## config.mk

```make
export PLATFORM = sky130hd
export DESIGN_NAME = psnrqm_classify
export DESIGN_NICKNAME = d
export VERILOG_FILES = /design/src/rtl/psnrqm_pkg.sv /design/src/rtl/psnrqm_classify.sv
export SDC_FILE = /design/constraint.sdc
export NUM_CORES = 1
export LEC_CHECK = 0
export ABC_AREA = 1
export ABC_CLOCK_PERIOD_IN_PS = 6300
export BUFFER_PORTS_ARGS = -buffer_cell sky130_fd_sc_hd__buf_2
export CAP_MARGIN = 20
export CORE_ASPECT_RATIO = 2
export CORE_UTILIZATION = 52
export CTS_BUF_LIST = sky130_fd_sc_hd__clkbuf_8
export DETAILED_ROUTE_END_ITERATION = 10
export PLACE_DENSITY = 0.69
export SYNTH_ARGS = -nofsm -noshare
export SYNTH_HDL_FRONTEND = slang
export SYNTH_SLANG_ARGS = --single-unit
```

## constraint.sdc

```tcl
create_clock -name clock -period 6.3 [get_ports clock]
set_input_delay 1.26 -clock clock [delete_from_list [all_inputs] [get_ports clock]]
set_output_delay 1.26 -clock clock [all_outputs]
set_load 0.03 [all_outputs]
```

## src/rtl/psnrqm_pkg.sv

```systemverilog
// Shared types and constants for the block PSNR quality map.
// Used by every module of the block; depends on nothing else.
`default_nettype none

package psnrqm_pkg;

   localparam int BLOCK_SIZE_DEF     = 16;
   localparam int MAX_LINE_WIDTH_DEF = 4096;
   localparam int MAX_LINES          = 4096;
   localparam int LINE_W             = 12;
   localparam int DIM_W              = 14;
   localparam int CFG_W              = 13;
   localparam int LUMA_W             = 8;
   localparam int SQ_W               = 16;
   localparam int SUM_W              = 24;
   localparam int PC_W               = 9;
   localparam int IDX8_W             = 8;

   localparam logic [SUM_W-1:0] SUM_MAX = '1;
   localparam logic [16:0]      PEAK_SQ = 17'd65025;
   localparam logic [13:0]      K_40DB  = 14'd10000;
   localparam logic [9:0]       K_30DB  = 10'd1000;
   localparam logic [6:0]       K_20DB  = 7'd100;

   localparam logic [12:0] FRAME_WIDTH_RST  = 13'd1920;
   localparam logic [12:0] FRAME_HEIGHT_RST = 13'd1080;

   localparam int CSR_IDX_W  = 4;
   localparam int CSR_DATA_W = 16;
   localparam logic [CSR_IDX_W-1:0] REG_FRAME_WIDTH  = 4'd0;
   localparam logic [CSR_IDX_W-1:0] REG_FRAME_HEIGHT = 4'd1;

   localparam logic [1:0] QC_EXCELLENT = 2'd0;
   localparam logic [1:0] QC_GOOD      = 2'd1;
   localparam logic [1:0] QC_FAIR      = 2'd2;
   localparam logic [1:0] QC_POOR      = 2'd3;

   localparam int RSP_FIFO_DEPTH = 8;
   localparam int FIFO_PTR_W     = 3;
   localparam int FIFO_CNT_W     = 4;

   localparam int REQ_DATA_W = 16;
   localparam int RSP_DATA_W = 56;

   // Control flags of one pixel, decided from the position counters
   typedef struct packed {
      logic end_seg;
      logic first_line;
      logic emit;
   } seg_ctl_type;

   // Fixed-width fields that ride alongside a block sum
   typedef struct packed {
      logic              end_frame;
      logic [IDX8_W-1:0] block_row;
      logic [IDX8_W-1:0] block_col;
   } blk_meta_type;

   typedef struct packed {
      logic              frame_done;
      logic [1:0]        quality_class;
      logic [PC_W-1:0]   pixel_count;
      logic [SUM_W-1:0]  squared_error_sum;
      logic [IDX8_W-1:0] block_row;
      logic [IDX8_W-1:0] block_col;
   } rsp_type;

endpackage

`default_nettype wire

```

## src/rtl/psnrqm_classify.sv

```systemverilog
// Quality class of a finished block: exact integer tests for the 40, 30 and 20 dB bands.
// Two registered stages, products then compares. Depends on psnrqm_pkg.
`default_nettype none

module psnrqm_classify #(
   parameter int BLOCK_SIZE = psnrqm_pkg::BLOCK_SIZE_DEF,
   localparam int SUB_W = $clog2(BLOCK_SIZE),
   localparam int CNT_W = 2 * SUB_W + 2
) (
   input  wire logic                                  clock,
   input  wire logic                                  reset,
   input  wire logic                                  in_valid,
   input  wire logic [psnrqm_pkg::SUM_W-1:0]          in_sum,
   input  wire psnrqm_pkg::blk_meta_type              in_meta,
   input  wire logic [CNT_W-1:0]                      in_cnt,
   output      logic                                  out_valid,
   output      psnrqm_pkg::rsp_type                   out_rsp
);
   import psnrqm_pkg::*;

   localparam int E4_W  = SUM_W + 14;
   localparam int E3_W  = SUM_W + 10;
   localparam int E2_W  = SUM_W + 7;
   localparam int LIM_W = 17 + CNT_W;
   localparam int CMP_W = (LIM_W > E4_W) ? LIM_W : E4_W;

   logic             c1_valid_ff;
   logic [E4_W-1:0]  c1_e4_ff;
   logic [E3_W-1:0]  c1_e3_ff;
   logic [E2_W-1:0]  c1_e2_ff;
   logic [LIM_W-1:0] c1_lim_ff;
   logic [SUM_W-1:0] c1_sum_ff;
   logic [PC_W-1:0]  c1_pc_ff;
   blk_meta_type     c1_meta_ff;

   logic             c2_valid_ff;
   rsp_type          c2_rsp_ff;

   logic [PC_W-1:0]  pc_sat;
   logic [1:0]       qclass;

   assign pc_sat = (32'(in_cnt) > 32'd511) ? PC_W'(511) : PC_W'(in_cnt);

   always_ff @(posedge clock) begin
      if (in_valid) begin
         c1_e4_ff   <= E4_W'(in_sum) * E4_W'(K_40DB);
         c1_e3_ff   <= E3_W'(in_sum) * E3_W'(K_30DB);
         c1_e2_ff   <= E2_W'(in_sum) * E2_W'(K_20DB);
         c1_lim_ff  <= LIM_W'(PEAK_SQ) * LIM_W'(in_cnt);
         c1_sum_ff  <= in_sum;
         c1_pc_ff   <= pc_sat;
         c1_meta_ff <= in_meta;
      end
   end

   always_comb begin
      if (CMP_W'(c1_e4_ff) <= CMP_W'(c1_lim_ff)) begin
         qclass = QC_EXCELLENT;
      end else if (CMP_W'(c1_e3_ff) <= CMP_W'(c1_lim_ff)) begin
         qclass = QC_GOOD;
      end else if (CMP_W'(c1_e2_ff) <= CMP_W'(c1_lim_ff)) begin
         qclass = QC_FAIR;
      end else begin
         qclass = QC_POOR;
      end
   end

   always_ff @(posedge clock) begin
      if (c1_valid_ff) begin
         c2_rsp_ff.frame_done        <= c1_meta_ff.end_frame;
         c2_rsp_ff.quality_class     <= qclass;
         c2_rsp_ff.pixel_count       <= c1_pc_ff;
         c2_rsp_ff.squared_error_sum <= c1_sum_ff;
         c2_rsp_ff.block_row         <= c1_meta_ff.block_row;
         c2_rsp_ff.block_col         <= c1_meta_ff.block_col;
      end
   end

   always_ff @(posedge clock) begin
      if (reset) begin
         c1_valid_ff <= 1'b0;
         c2_valid_ff <= 1'b0;
      end else begin
         c1_valid_ff <= in_valid;
         c2_valid_ff <= c1_valid_ff;
      end
   end

   assign out_valid = c2_valid_ff;
   assign out_rsp   = c2_rsp_ff;

endmodule

`default_nettype wire

```

* Word level (Yosys, flattened, before mapping)
Index checks and enable logic that the tools add are counted.
** Storage, ports and cells
- Flip-flop bits (word level) :: 224
- Output and inout bits :: 53
- Input port bits :: 54
- Word-level logic and storage cells :: 29
** Cells by class
- Muxes and demuxes :: 2
- Order comparisons :: 4
- Multipliers :: 4
- Reductions and logical operators :: 1
** Operators with widths (number)
- less-or-equal comparator 38 x 26 -> 1 bit :: 1
- less-or-equal comparator 34 x 26 -> 1 bit :: 1
- multiplier 24 x 10 -> 34 bit (second input constant) :: 1
- less-or-equal comparator 31 x 26 -> 1 bit :: 1
- multiplier 24 x 7 -> 31 bit (second input constant) :: 1
- multiplier 24 x 5 -> 29 bit (second input constant) :: 1
- multiplier 16 x 10 -> 26 bit (first input constant) :: 1
- > comparator 10 x 9 -> 1 bit (second input constant) :: 1
- two-way mux 1 bit :: 2
- OR reduction 2 bit :: 1

* Longest topological paths before layout
- Depth in word-level cells :: 3
- Mapped depth :: 22
- Gate-level depth less buffers :: 22

* Worst setup path after synthesis
No wires, ideal clock.
- Path type :: input to register
- Start point :: input in_cnt[7]
- End point :: register c1_lim_ff[24], data pin
- Stages :: 13
- Path buffers :: 0
- Setup slack :: 1.169 ns
- Arrival :: 4.866 ns
- Data required time :: 6.035 ns
- Library setup time :: 0.265 ns
- Path through :: fa_1 > fa_1 > inv_1 > fa_1 > fa_1 > inv_1 > ha_1 > ha_1 > a21oi_1 > o21ai_0 > a21oi_1 > o21ai_0 > xor2_1
** On the way
- Word-level cells in the longest chain between the ends :: 1
** RTL lines
- from (decl) :: RTL line psnrqm_classify.sv:15 : input wire logic [CNT_W-1:0] in_cnt,
- multiplier 16 x 10 -> 26 bit :: RTL line psnrqm_classify.sv:49 : c1_lim_ff <= LIM_W'(PEAK_SQ) * LIM_W'(in_cnt);
- to (signal assigned) :: RTL line psnrqm_classify.sv:49
- to (decl) :: RTL line psnrqm_classify.sv:31 : logic [LIM_W-1:0] c1_lim_ff;
Every way passes these cells.
A chain may end at the register's enable or synchronous reset.

* Worst setup path after layout
- Start point :: input in_sum[12] (netlist bit)
- End point :: register c1_e4_ff[37], data pin
** On the way
- Word-level cells in the longest chain between the ends :: 1
** RTL lines
- from (decl) :: RTL line psnrqm_classify.sv:13 : input wire logic [psnrqm_pkg::SUM_W-1:0] in_sum,
- multiplier 24 x 10 -> 34 bit :: RTL line psnrqm_classify.sv:46 : c1_e4_ff <= E4_W'(in_sum) * E4_W'(K_40DB);
- to (signal assigned) :: RTL line psnrqm_classify.sv:46
- to (decl) :: RTL line psnrqm_classify.sv:28 : logic [E4_W-1:0] c1_e4_ff;
Every way passes these cells.

==> metrics.yaml <==
outcome: "finished clean"
min_from: "c1_sum_ff[11]$_DFFE_PP_"
power.density_nw_per_um2: 492.2
netlist_area_um2: 20710
crit_type: "input pin to flip-flop"
ir_drop_v: 0.0003397
finalSetupViolations: 0
seqPwrFrac: 0.219
drt-initial-drc-count: 712
min_to: "out_rsp[27]$_DFFE_PP_"
grt_pass1_wl_um: 91330
nNetsFinal: 2900
antenna_found_initial: 1
io_pins: 107
critPathMaxFanout: 6
cts_setup_buffers: 0
worstMarginPinSlew_ps: 935.9
ant_nets: 0
clk_latency_ps: 610
start_util: 0.5269
syn_nets: 2746
cpMostUsedCell: "inv_1"
vias_per_cell: 5.318
hold_viol_final: 0
final_util: 0.5774
grt_max_degree: 88
r2r_start: "c1_lim_ff[13]$_DFFE_PP_"
wl_per_cell_um: 20.53
synthFlopType: "edfxtp_1"
dpl.hpwl_um: 50550
yosysWarnings: 0
post-route-period-util: 0.8749
grt_use_total: 0.3086
die_h_um: 284.2
die_area_um2: 40680
yosys_register_bits: 215
cts_buffer_depth: 3
postSynthCellCount: 2185
min_period_ps: 5512
pwr-share-clk: 0.118
worstSetupEndpointType: "flip-flop"
wl_um: 59390
synthArstFlopShare: 0
clock_skew_ps: 39.39
power_switching_share: 0.5058
synth.distinct_cells: 38
start_kind: "input pin"
synthToLayoutAreaGrowth_pct: 9.588
synth_edf_count: 213
cts_sinks: 215
grt_pass1_vias: 17070
leakagePower_nw: 11.49
cts_hold_buf: 0
cts-buffers-inserted: 36
hold_depth: 0
cp.arrival_ps: 5830
route.vias.total: 15380
cts_resized: 0
slowest_stage: "fa_1"
hp-class: "flip-flop to flip-flop"
ctsRootBufferMaster: "clkbuf_8"
globalplace.congestion: 0.9257
required_ps: 6620
fp-row-count: 103
max_slew_margin: 0.3761
drv_cap: 0
worstSetupStartpoint: "in_sum[12]"
grt.overflow.total: 0
comb_power_share: 0.663
drv_slew: 0
core-area_um2: 39310
crit_chain: "buf_2 -> inv_1 -> fa_1 -> inv_1 -> ha_1 -> fa_1 -> ha_1 -> inv_1 -> fa_1 -> inv_1 -> ha_1 -> a21oi_1 -> o21ai_0 -> a21oi_1 -> nor2_1 -> nor2_1 -> nand2_1 -> nand2_1 -> nand2_1"
reg2reg_slack_ps: 3740
firstDrtPassIters: 5
grt_setup_unrepaired: "no"
fillers: 3538
p_sw_w: 0.005651
die_x_um: 143.1
reg2reg_depth: 10
slowest_delay_ps: 730
clk_pin_slew_ps: 80
cts_tree: "yes"
drc: 0
layout-drive-gt1-share: 0.08749
synth_top_area_cell: "edfxtp_1"
timing.rr.end: "out_rsp[50]$_SDFFCE_PP0P_"
intPower_w: 0.005521
seq_area_frac_synth: 0.3108
cts_htree_levels: 2
numPortBuffers: 106
fmax_mhz: 181.4
synthTopCellsByArea: "edfxtp_1 (31%), ha_1 (21%), fa_1 (16%), inv_1 (9.0%), nand2_1 (6.2%)"
fin_tns_setup_ps: 0
synth_area_per_cell_um2: 9.478
synth_top_area_share: 0.3088
worst max-delay path: cells and delay by family:
family / cells / cell delay (ps)
AO/OA/AOI/OAI: 3 / 730
buffers and inverters: 5 / 620
adder cells (fa/ha/maj): 6 / 2830
AND/OR/NAND/NOR: 5 / 380
cells in the final DEF, fill, tap and decap left out, types with 2 or more instances in the layout:
cell type and n:
a211oi_1 2, a21boi_0 2, a21o_1 18, a21oi_1 123, a21oi_2 5, a31oi_1 6
buf_2 105, buf_4 10, bufinv_16 3, clkbuf_8 37, clkinv_1 8, clkinv_2 7
clkinvlp_4 3, edfxtp_1 213, fa_1 165, ha_1 342, inv_1 501, inv_2 2
nand2_1 340, nand2_2 14, nand3_1 68, nand3b_1 4, nand4_1 35, nor2_1 144
nor2_2 5, nor2_4 2, nor3_1 20, nor3_2 5, o21a_1 4, o21ai_0 56
o21ai_1 4, o21bai_1 8, o31ai_1 2, or2_2 5, xnor2_1 19, xor2_1 68
flip-flops by register name, summed over array words and instances, names as in the netlist:
name,cells
c1_sum_ff,24
out_rsp,52
c1_e4_ff,30
c1_valid_ff,1
c1_pc_ff,9
c1_meta_ff,17
c1_e3_ff,29
out_valid,1
c1_lim_ff,26
c1_e2_ff,26
cell type report:
cell class	count	area, um2	area share
Clock inverter	28	203.9	0.008986
Antenna cell	1	2.502	0.0001103
Multi-Input combinational cell	1474	12410	0.5469
Tap cell	525	656.9	0.02894
Inverter	496	1862	0.08203
Sequential cell	215	6437	0.2836
Timing Repair Buffer	116	611.8	0.02696
Clock buffer	37	509.2	0.02244
metal layers:
metal,share of wire,vias up,routed length [um],GRT usage
met4,0.086,0,5124,0.2358
met5,0,-,0,0
met3,0.036,200,2129,0.03757
met1,0.31,7340,18440,0.2625
li1,-,7411,-,-
met2,0.57,428,33690,0.6187
power groups by stage:
stage	Sequential [W]	Clock [W]	Combinational, W
final	0.00245	0.00131	0.00741
after global placement	0.00247	0	0.00730
after CTS	0.00245	0.00134	0.00745
after floorplan	0.00243	0	0.00498
after detailed placement	0.00248	0	0.00739
after global routing	0.00247	0.00138	0.00830
cell families (layout without fill, tap and decap cells):
group / count (synthesis) / after routing / share of synthesized area
compound gates: 235 / 235 / 0.06374
xor+xnor: 87 / 87 / 0.03679
fa+ha+maj: 507 / 507 / 0.3661
buf+inv: 496 / 677 / 0.08990
flops: 215 / 215 / 0.3108
other cells: 0 / 1 / 0
simple gates: 645 / 645 / 0.1327
worst max path at each step:
stage               cells past startpoint  slack [ps]                 endpoint
CTS                                    19         790   c1_e4_ff[37]$_DFFE_PP_
global route                           19         580   c1_e4_ff[37]$_DFFE_PP_
global placement                       16         160   c1_e4_ff[29]$_DFFE_PP_
detailed placement                     19         180   c1_e4_ff[37]$_DFFE_PP_
finish                                 19         790   c1_e4_ff[37]$_DFFE_PP_
floorplan                              13        1170  c1_lim_ff[24]$_DFFE_PP_
cells in the mapped netlist (all sizes together), types with 8 or more instances:
cell type and count:
a21o 18, a21oi 128, edfxtp 213, fa 165, ha 342, inv 496, nand2 354, nand3 68
nand4 35, nor2 151, nor3 25, o21ai 61, o21bai 8, xnor2 19, xor2 68
per-stage QoR:
step | total power, W | cells | cell area (um2) | setup WS, ps | hold slack (ps)
6_report | 0.01117 | 2892 | 22700 | 788.2 | 402.1
3_3_place_gp | 0.009772 | 2826 | 21980 | 163.1 | 401.1
4_1_cts | 0.01124 | 2891 | 22690 | 785.5 | 407.3
5_1_grt | 0.01216 | 2892 | 22700 | 579.2 | 416.8
3_5_place_dp | 0.009872 | 2826 | 21980 | 183.9 | 404.5
2_1_floorplan | 0.007412 | 2185 | 20710 | 1169 | 400.3
(Power assumes the default switching activity.)
