[config.mk]
export PLATFORM = sky130hd
export DESIGN_NAME = psnrqm_tracker
export DESIGN_NICKNAME = d
export VERILOG_FILES = /design/src/rtl/psnrqm_pkg.sv /design/src/rtl/psnrqm_tracker.sv
export SDC_FILE = /design/constraint.sdc
export NUM_CORES = 1
export LEC_CHECK = 0
export ABC_AREA = 1
export CAP_MARGIN = 0
export CORE_ASPECT_RATIO = 0.6
export CORE_MARGIN = 2
export CORE_UTILIZATION = 45
export CTS_BUF_LIST = sky130_fd_sc_hd__clkbuf_8
export CTS_CLUSTER_DIAMETER = 50
export CTS_CLUSTER_SIZE = 8
export DETAILED_ROUTE_END_ITERATION = 8
export DONT_BUFFER_PORTS = 1
export MAX_ROUTING_LAYER = met4
export PLACE_DENSITY = 0.7
export SLEW_MARGIN = 15
export SYNTH_ARGS = -nofsm -noshare
export SYNTH_HDL_FRONTEND = slang
export SYNTH_SLANG_ARGS = --single-unit
[constraint.sdc]
create_clock -name clock -period 4.48 [get_ports clock]
set_clock_uncertainty 0.1 [all_clocks]
set_input_delay 0.224 -clock clock [delete_from_list [all_inputs] [get_ports clock]]
set_output_delay 0.224 -clock clock [all_outputs]
set_load 0.005 [all_outputs]
[src/rtl/psnrqm_pkg.sv]
// Shared types and constants for the block PSNR quality map.
// Used by every module of the block; depends on nothing else.
`default_nettype none

package psnrqm_pkg;

   localparam int BLOCK_SIZE_DEF     = 16;
   localparam int MAX_LINE_WIDTH_DEF = 4096;
   localparam int MAX_LINES          = 4096;
   localparam int LINE_W             = 12;
   localparam int DIM_W              = 14;
   localparam int CFG_W              = 13;
   localparam int LUMA_W             = 8;
   localparam int SQ_W               = 16;
   localparam int SUM_W              = 24;
   localparam int PC_W               = 9;
   localparam int IDX8_W             = 8;

   localparam logic [SUM_W-1:0] SUM_MAX = '1;
   localparam logic [16:0]      PEAK_SQ = 17'd65025;
   localparam logic [13:0]      K_40DB  = 14'd10000;
   localparam logic [9:0]       K_30DB  = 10'd1000;
   localparam logic [6:0]       K_20DB  = 7'd100;

   localparam logic [12:0] FRAME_WIDTH_RST  = 13'd1920;
   localparam logic [12:0] FRAME_HEIGHT_RST = 13'd1080;

   localparam int CSR_IDX_W  = 4;
   localparam int CSR_DATA_W = 16;
   localparam logic [CSR_IDX_W-1:0] REG_FRAME_WIDTH  = 4'd0;
   localparam logic [CSR_IDX_W-1:0] REG_FRAME_HEIGHT = 4'd1;

   localparam logic [1:0] QC_EXCELLENT = 2'd0;
   localparam logic [1:0] QC_GOOD      = 2'd1;
   localparam logic [1:0] QC_FAIR      = 2'd2;
   localparam logic [1:0] QC_POOR      = 2'd3;

   localparam int RSP_FIFO_DEPTH = 8;
   localparam int FIFO_PTR_W     = 3;
   localparam int FIFO_CNT_W     = 4;

   localparam int REQ_DATA_W = 16;
   localparam int RSP_DATA_W = 56;

   // Control flags of one pixel, decided from the position counters
   typedef struct packed {
      logic end_seg;
      logic first_line;
      logic emit;
   } seg_ctl_type;

   // Fixed-width fields that ride alongside a block sum
   typedef struct packed {
      logic              end_frame;
      logic [IDX8_W-1:0] block_row;
      logic [IDX8_W-1:0] block_col;
   } blk_meta_type;

   typedef struct packed {
      logic              frame_done;
      logic [1:0]        quality_class;
      logic [PC_W-1:0]   pixel_count;
      logic [SUM_W-1:0]  squared_error_sum;
      logic [IDX8_W-1:0] block_row;
      logic [IDX8_W-1:0] block_col;
   } rsp_type;

endpackage

`default_nettype wire

[src/rtl/psnrqm_tracker.sv]
// Pixel position tracker: column, line and in-block counters against the frame size.
// Depends on psnrqm_pkg.
`default_nettype none

module psnrqm_tracker #(
   parameter int BLOCK_SIZE     = psnrqm_pkg::BLOCK_SIZE_DEF,
   parameter int MAX_LINE_WIDTH = psnrqm_pkg::MAX_LINE_WIDTH_DEF,
   localparam int BCOLS = (MAX_LINE_WIDTH + BLOCK_SIZE - 1) / BLOCK_SIZE,
   localparam int BC_W  = (BCOLS > 1) ? $clog2(BCOLS) : 1,
   localparam int SUB_W = $clog2(BLOCK_SIZE),
   localparam int CNT_W = 2 * SUB_W + 2
) (
   input  wire logic                                  clock,
   input  wire logic                                  reset,
   input  wire logic                                  advance,
   input  wire logic [psnrqm_pkg::CFG_W-1:0]          frame_width,
   input  wire logic [psnrqm_pkg::CFG_W-1:0]          frame_height,
   output      psnrqm_pkg::seg_ctl_type               ctl,
   output      psnrqm_pkg::blk_meta_type              meta,
   output      logic [BC_W-1:0]                       bcol,
   output      logic [CNT_W-1:0]                      cnt
);
   import psnrqm_pkg::*;

   localparam int COL_W = $clog2(MAX_LINE_WIDTH);

   logic [COL_W-1:0]  col_ff, col_in;
   logic [SUB_W-1:0]  col_sub_ff, col_sub_in;
   logic [BC_W-1:0]   bcol_ff, bcol_in;
   logic [LINE_W-1:0] line_ff, line_in;
   logic [SUB_W-1:0]  line_sub_ff, line_sub_in;
   logic [IDX8_W-1:0] brow_ff, brow_in;

   logic [DIM_W-1:0] w_clamp, h_clamp;
   logic end_line, last_line, end_frame, col_wrap, line_wrap;

   always_comb begin
      if (frame_width == '0) begin
         w_clamp = DIM_W'(1);
      end else if (DIM_W'(frame_width) > DIM_W'(MAX_LINE_WIDTH)) begin
         w_clamp = DIM_W'(MAX_LINE_WIDTH);
      end else begin
         w_clamp = DIM_W'(frame_width);
      end
      if (frame_height == '0) begin
         h_clamp = DIM_W'(1);
      end else if (DIM_W'(frame_height) > DIM_W'(MAX_LINES)) begin
         h_clamp = DIM_W'(MAX_LINES);
      end else begin
         h_clamp = DIM_W'(frame_height);
      end
   end

   assign col_wrap  = (col_sub_ff == SUB_W'(BLOCK_SIZE - 1));
   assign line_wrap = (line_sub_ff == SUB_W'(BLOCK_SIZE - 1));
   assign end_line  = DIM_W'(col_ff) >= (w_clamp - DIM_W'(1));
   assign last_line = DIM_W'(line_ff) >= (h_clamp - DIM_W'(1));
   assign end_frame = end_line && last_line;

   assign ctl.end_seg    = col_wrap || end_line;
   assign ctl.first_line = (line_sub_ff == '0);
   assign ctl.emit       = (col_wrap || end_line) && (line_wrap || last_line);

   assign meta.end_frame = end_frame;
   assign meta.block_row = brow_ff;
   assign meta.block_col = IDX8_W'(bcol_ff);
   assign bcol           = bcol_ff;
   assign cnt = CNT_W'((CNT_W'(col_sub_ff) + CNT_W'(1)) * (CNT_W'(line_sub_ff) + CNT_W'(1)));

   always_comb begin
      col_in      = col_ff;
      col_sub_in  = col_sub_ff;
      bcol_in     = bcol_ff;
      line_in     = line_ff;
      line_sub_in = line_sub_ff;
      brow_in     = brow_ff;
      if (advance) begin
         if (end_line) begin
            col_in     = '0;
            col_sub_in = '0;
            bcol_in    = '0;
            if (end_frame) begin
               line_in     = '0;
               line_sub_in = '0;
               brow_in     = '0;
            end else begin
               line_in     = line_ff + LINE_W'(1);
               line_sub_in = line_wrap ? '0 : line_sub_ff + SUB_W'(1);
               brow_in     = line_wrap ? brow_ff + IDX8_W'(1) : brow_ff;
            end
         end else begin
            col_in     = col_ff + COL_W'(1);
            col_sub_in = col_wrap ? '0 : col_sub_ff + SUB_W'(1);
            bcol_in    = col_wrap ? bcol_ff + BC_W'(1) : bcol_ff;
         end
      end
   end

   always_ff @(posedge clock) begin
      if (reset) begin
         col_ff      <= '0;
         col_sub_ff  <= '0;
         bcol_ff     <= '0;
         line_ff     <= '0;
         line_sub_ff <= '0;
         brow_ff     <= '0;
      end else begin
         col_ff      <= col_in;
         col_sub_ff  <= col_sub_in;
         bcol_ff     <= bcol_in;
         line_ff     <= line_in;
         line_sub_ff <= line_sub_in;
         brow_ff     <= brow_in;
      end
   end

endmodule

`default_nettype wire

Word-level counts from Yosys, hierarchy flattened
Cells that the tools add are included.
{"block": "op_classes", "addsub": 10, "mul": 1, "n_div": 0, "n_lt_le_gt_ge": 4, "eq_ne": 2, "shift": 0, "muxes": 14, "n_bitwise": 0, "n_reduce_logical": 12}
{"cell": "$mux W13", "n": 4}
{"cell": "$mux W8", "n": 4}
{"cell": "$ge A12 B14 Y1", "n": 2}
{"cell": "$sub A14 B1 Y14 const B", "n": 2}
{"cell": "$gt A13 B13 Y1 const B", "n": 2}
{"cell": "$logic_not A13 Y1", "n": 2}
{"cell": "$add A12 B1 Y12 const B", "n": 2}
{"cell": "$mux W12", "n": 2}
{"cell": "$add A8 B1 Y8 const B", "n": 2}
{"cell": "$mux W4", "n": 4}
{"cell": "$add A4 B1 Y5 const B", "n": 2}
{"cell": "$mul A5 B5 Y10", "n": 1}
{"cell": "$add A4 B1 Y4 const B", "n": 2}
{"cell": "$eq A4 B4 Y1 const B", "n": 2}
{"cell": "$logic_not A4 Y1", "n": 1}
{"cell": "$reduce_and A2 Y1", "n": 2}
{"cell": "$reduce_bool A2 Y1", "n": 2}
{"cell": "$reduce_and A3 Y1", "n": 1}
{"cell": "$logic_and A1 B1 Y1", "n": 2}
{"cell": "$logic_or A1 B1 Y1", "n": 2}
{"block": "word_totals", "reg_bits": 48, "latchBits": 0, "mem_bits_rw": 0, "mem_bits_ro": 0, "in_bits": 29, "elab_cells": 49, "n_memories": 0}

Longest topological paths before layout
{"block": "depth", "ltp_word": 8, "mapped_depth": 27, "mapped_depth_nobuf": 26}

Least setup slack after synthesis
Ideal clock, no wire load.
{"block": "synth_path", "kind": "register to output", "startpoint": "register line_sub_ff[0]", "endpoint": "output cnt[9]", "arrival_ns": 3.903, "t_required_ns": 4.156, "setup_slack_ns": 0.253, "path_stages_with_launch": 16, "path_cell_list": "dfxtp_1 > ha_1 > nand3_1 > or2_2 > fa_1 > fa_1 > fa_1 > inv_1 > ha_1 > a21oi_1 > nand2_1 > a21o_1 > a21oi_1 > o21ai_0 > a21oi_1 > xnor2_1"}
{"block": "synth_between", "elab_chain_len": 2}
{"item": "from (decl)", "line_no": "psnrqm_tracker.sv:31", "rtl": "logic [SUB_W-1:0] line_sub_ff, line_sub_in;"}
{"item": "from (signal assigned)", "line_no": "psnrqm_tracker.sv:112", "rtl": "line_sub_ff <= line_sub_in;"}
{"item": "$add A4 B1 Y5", "line_no": "psnrqm_tracker.sv:68", "rtl": "assign cnt = CNT_W'((CNT_W'(col_sub_ff) + CNT_W'(1)) * (CNT_W'(line_sub_ff) + CNT_W'(1)));"}
{"item": "$mul A5 B5 Y10", "line_no": "psnrqm_tracker.sv:68"}
{"item": "to (decl)", "line_no": "psnrqm_tracker.sv:21", "rtl": "output logic [CNT_W-1:0] cnt"}
Every way passes these cells.

Worst setup path in the final report
{"block": "layout_path", "startpoint": "register line_sub_ff[1]", "endpoint": "output cnt[9]"}
The elaborated chain is that of the path after synthesis.

==> flow_metrics.env <==
export IMPL_die_area_sq_um=10800
export IMPL_firstDrtPassIters=7
export IMPL_cts_root_buf="clkbuf_8"
export IMPL_first_global_vias=3699
export IMPL_setup_ws_ns=0.110
export IMPL_num_antenna_cells=0
export IMPL_drt_iter0_drc=354
export IMPL_place_hpwl_mm=8.53
export IMPL_die_x_microns=133
export IMPL_io_buffers=0
export IMPL_dieHeight_microns=81.3
export IMPL_clock_latency_ns=0.31
export IMPL_row_count=28
export IMPL_fmax_mhz=229
export IMPL_netlist_area_sq_um=4480
export IMPL_cts_buffers=5
export IMPL_finalHoldViolCount=0
export IMPL_reg2regPathDepth=15
export IMPL_coreArea_sq_um=9770
export IMPL_place_ws_ns=0.0578
export IMPL_h_tree_depth=2
export IMPL_grt_start_max_net_pins=18
export IMPL_vias=4156
export IMPL_cts_sinks=48
export IMPL_start_util_pct=45.8
export IMPL_io_pins=67
export IMPL_synth_async_reset_ratio_pct=0
export IMPL_cp_cell_sequence="ha_4 > nand3_2 > or2_4 > fa_1 > fa_1 > fa_1 > inv_1 > ha_4 > a21oi_2 > nand2_1 > a21o_1 > a21oi_2 > o21ai_2 > a21oi_2 > xnor2_2"
export IMPL_drc_errors=0
export IMPL_hp_class="in -> reg"
export IMPL_tightest_slew_ns=0.648
export IMPL_routed_wirelength_mm=10.9
export IMPL_synth_nets=764
export IMPL_timing_rr_start="col_ff[5]"
export IMPL_grt_pass1_wl_mm=17.5
export IMPL_crit_arrival_ns=4.05
export IMPL_ys_types=36
export IMPL_num_fill_cells=923
export IMPL_syn_area_per_cell_sq_um=6.64
export IMPL_synth_edf_count=0
export IMPL_synth_seq_cells=48
export IMPL_synth_common_cells="nand2_1 (161), nor2_1 (97), inv_1 (92)"
export IMPL_wl_met3_microns=931
export IMPL_clock_path_buffers=2
export IMPL_vdd_drop_max_v=0.000109
export IMPL_p_leak_uw=0.00243
export IMPL_grt_overflow_total=0
export IMPL_rr_endpoint="col_sub_ff[1]"
export IMPL_place_congestion=0.850
export IMPL_path_delay_family="adder cells"
export IMPL_slew_viol_final=0
export IMPL_min_period_over_period_pct=97.6
export IMPL_synth_most_common_cell="nand2_1"
export IMPL_num_nets_final=764
export IMPL_slowest_delay_ns=0.56
export IMPL_clkTransAtPathRegs_ns=0.09
export IMPL_grt_usage_pct=20.7
export IMPL_synthToLayoutAreaGrowth_pct=8.10
export IMPL_worst_slew_margin_rel_pct=56.5
export IMPL_critical_path_depth=15
export IMPL_end_kind="output pin"
export IMPL_setup_viol=0
export IMPL_post_drt_wl_per_cell_microns=13.4
export IMPL_outcome="complete, no violations"
export IMPL_setup_tns_ns=0
export IMPL_synth_ff_type="dfxtp_1"
export IMPL_design_area_sq_um=4840
export IMPL_antenna_found_initial=0
export IMPL_vias_per_cell=5.12
export IMPL_ant_nets=0
export IMPL_yosys_top_cells_area="dfxtp_1 (21%), ha_1 (14%), nand2_1 (13%), nor2_1 (8.1%), inv_1 (7.7%)"
export IMPL_max_cap_viol_count=0
export IMPL_worst_path_buf_inv=1
export IMPL_topRoutingLayerUsed="met4"
export IMPL_wl_met1_mm=5.47
export IMPL_wl_met2_mm=4.38
export IMPL_layout_min_cycle_time_ns=4.37
export IMPL_yosys_area_top_type="dfxtp_1"
export IMPL_crit_fanout=4
export IMPL_ys_warn_count=0
export IMPL_cpMaxStageDelayCell="fa_1"
export IMPL_synth_top_area_share_pct=21.4
export IMPL_r2r_setup_slack_ns=1.58
export IMPL_startpoint="line_sub_ff[1]"
export IMPL_drive_above_1_share_pct=8.28
export IMPL_placed_cell_area_sq_um=4570
export IMPL_cts_tree="built"
export IMPL_crit_required_ns=4.16
export IMPL_crit_end="cnt[9]"
export IMPL_synth_cells=675
export IMPL_p_per_area_nw_per_um2=175
export IMPL_seq_area_frac_synth_pct=21.4
export IMPL_whs_path_depth=2
export IMPL_critical_path_class="reg -> out"
export IMPL_cp_start_kind="flip-flop"
-- metrics by stage --
| stage | instances | total power [uW] | util [%] | hold WS (ns) |
|---|---|---|---|---|
| final | 811 | 848 | 49.6 | 0.00931 |
| after global placement | 798 | 566 | 46.8 | 0.196 |
| after CTS | 810 | 851 | 48.5 | 0.00182 |
| after floorplan | 675 | 548 | - | 0.193 |
| after detailed placement | 798 | 572 | 46.8 | 0.199 |
| after global routing | 811 | 892 | 49.6 | 0.0220 |
-- worst min-delay path by stage --
| stage | to | from | slack [ns] |
|---|---|---|---|
| 5_1_grt | col_sub_ff[0] | advance | 0.02 |
| 4_1_cts | col_sub_ff[0] | advance | 0.002 |
| 3_3_place_gp | bcol[5] | reset | 0.20 |
| 6_report | col_sub_ff[0] | advance | 0.009 |
| 3_5_place_dp | bcol[1] | reset | 0.20 |
| 2_1_floorplan | col_ff[1] | reset | 0.19 |
-- cell families after synthesis --
logic type               count (synthesis)  share of synthesized area (%)
XOR/XNOR                                45                           8.80
flip-flops                              48                           21.4
adder cells (fa/ha/maj)                 60                           18.3
buffers and inverters                  114                           10.9
AO/OA/AOI/OAI                           73                           8.63
AND/OR/NAND/NOR                        335                           31.9
-- power breakdown --
group	switching [uW]	leakage, uW	internal, uW	total (uW)
sequential	3.72	0.000391	428	432
clock	153	0.0000486	123	276
combinational	87.3	0.00199	52.1	139
total	244	0.00243	604	848
-- cell type report --
cell class                      instances  area (sq um)  area share, %
Sequential cell                        48           973           20.1
Inverter                               94           353           7.28
Clock inverter                          2          11.3          0.232
Clock buffer                            6          82.6           1.70
Multi-Input combinational cell        513          3150           64.9
Timing Repair Buffer                   13           109           2.25
Tap cell                              135           169           3.49
-- per-layer routing --
layer | track usage (%) | up-vias
met3 | 5.24 | 10
met5 | - | -
li1 | - | 2126
met4 | 3.66 | 0
met2 | 29.1 | 132
met1 | 29.9 | 1888
-- what timing repair did --
item,in CTS,in global routing
resized for setup,8,22
endpoints found under the hold margin,13,0
setup buffers,1,1
hold buffers,3,0
endpoints found under the setup margin,2,2
pin swaps,6,11
-- sequential cells by signal, summed over array words and instances (netlist names) --
signal       cells
col_sub_ff       4
brow_ff          8
line_ff         12
line_sub_ff      4
col_ff          12
bcol             8
-- cells in the final DEF, fill, tap and decap left out, types with 3 or more instances in the layout --
cell type,n
a21oi_1,34
a21oi_2,3
buf_4,9
clkbuf_8,6
dfxtp_1,42
dfxtp_2,4
dlygate4sd3_1,3
fa_1,9
ha_1,48
ha_4,3
inv_1,92
inv_2,3
nand2_1,160
nand2_2,6
nand3_1,35
nand3_2,5
nand3b_1,3
nand4_1,14
nor2_1,97
nor2_4,3
nor3_1,6
o21ai_0,20
o21ai_1,5
xnor2_1,12
xor2_1,29
Note: power is estimated with default switching activity, not from simulation.
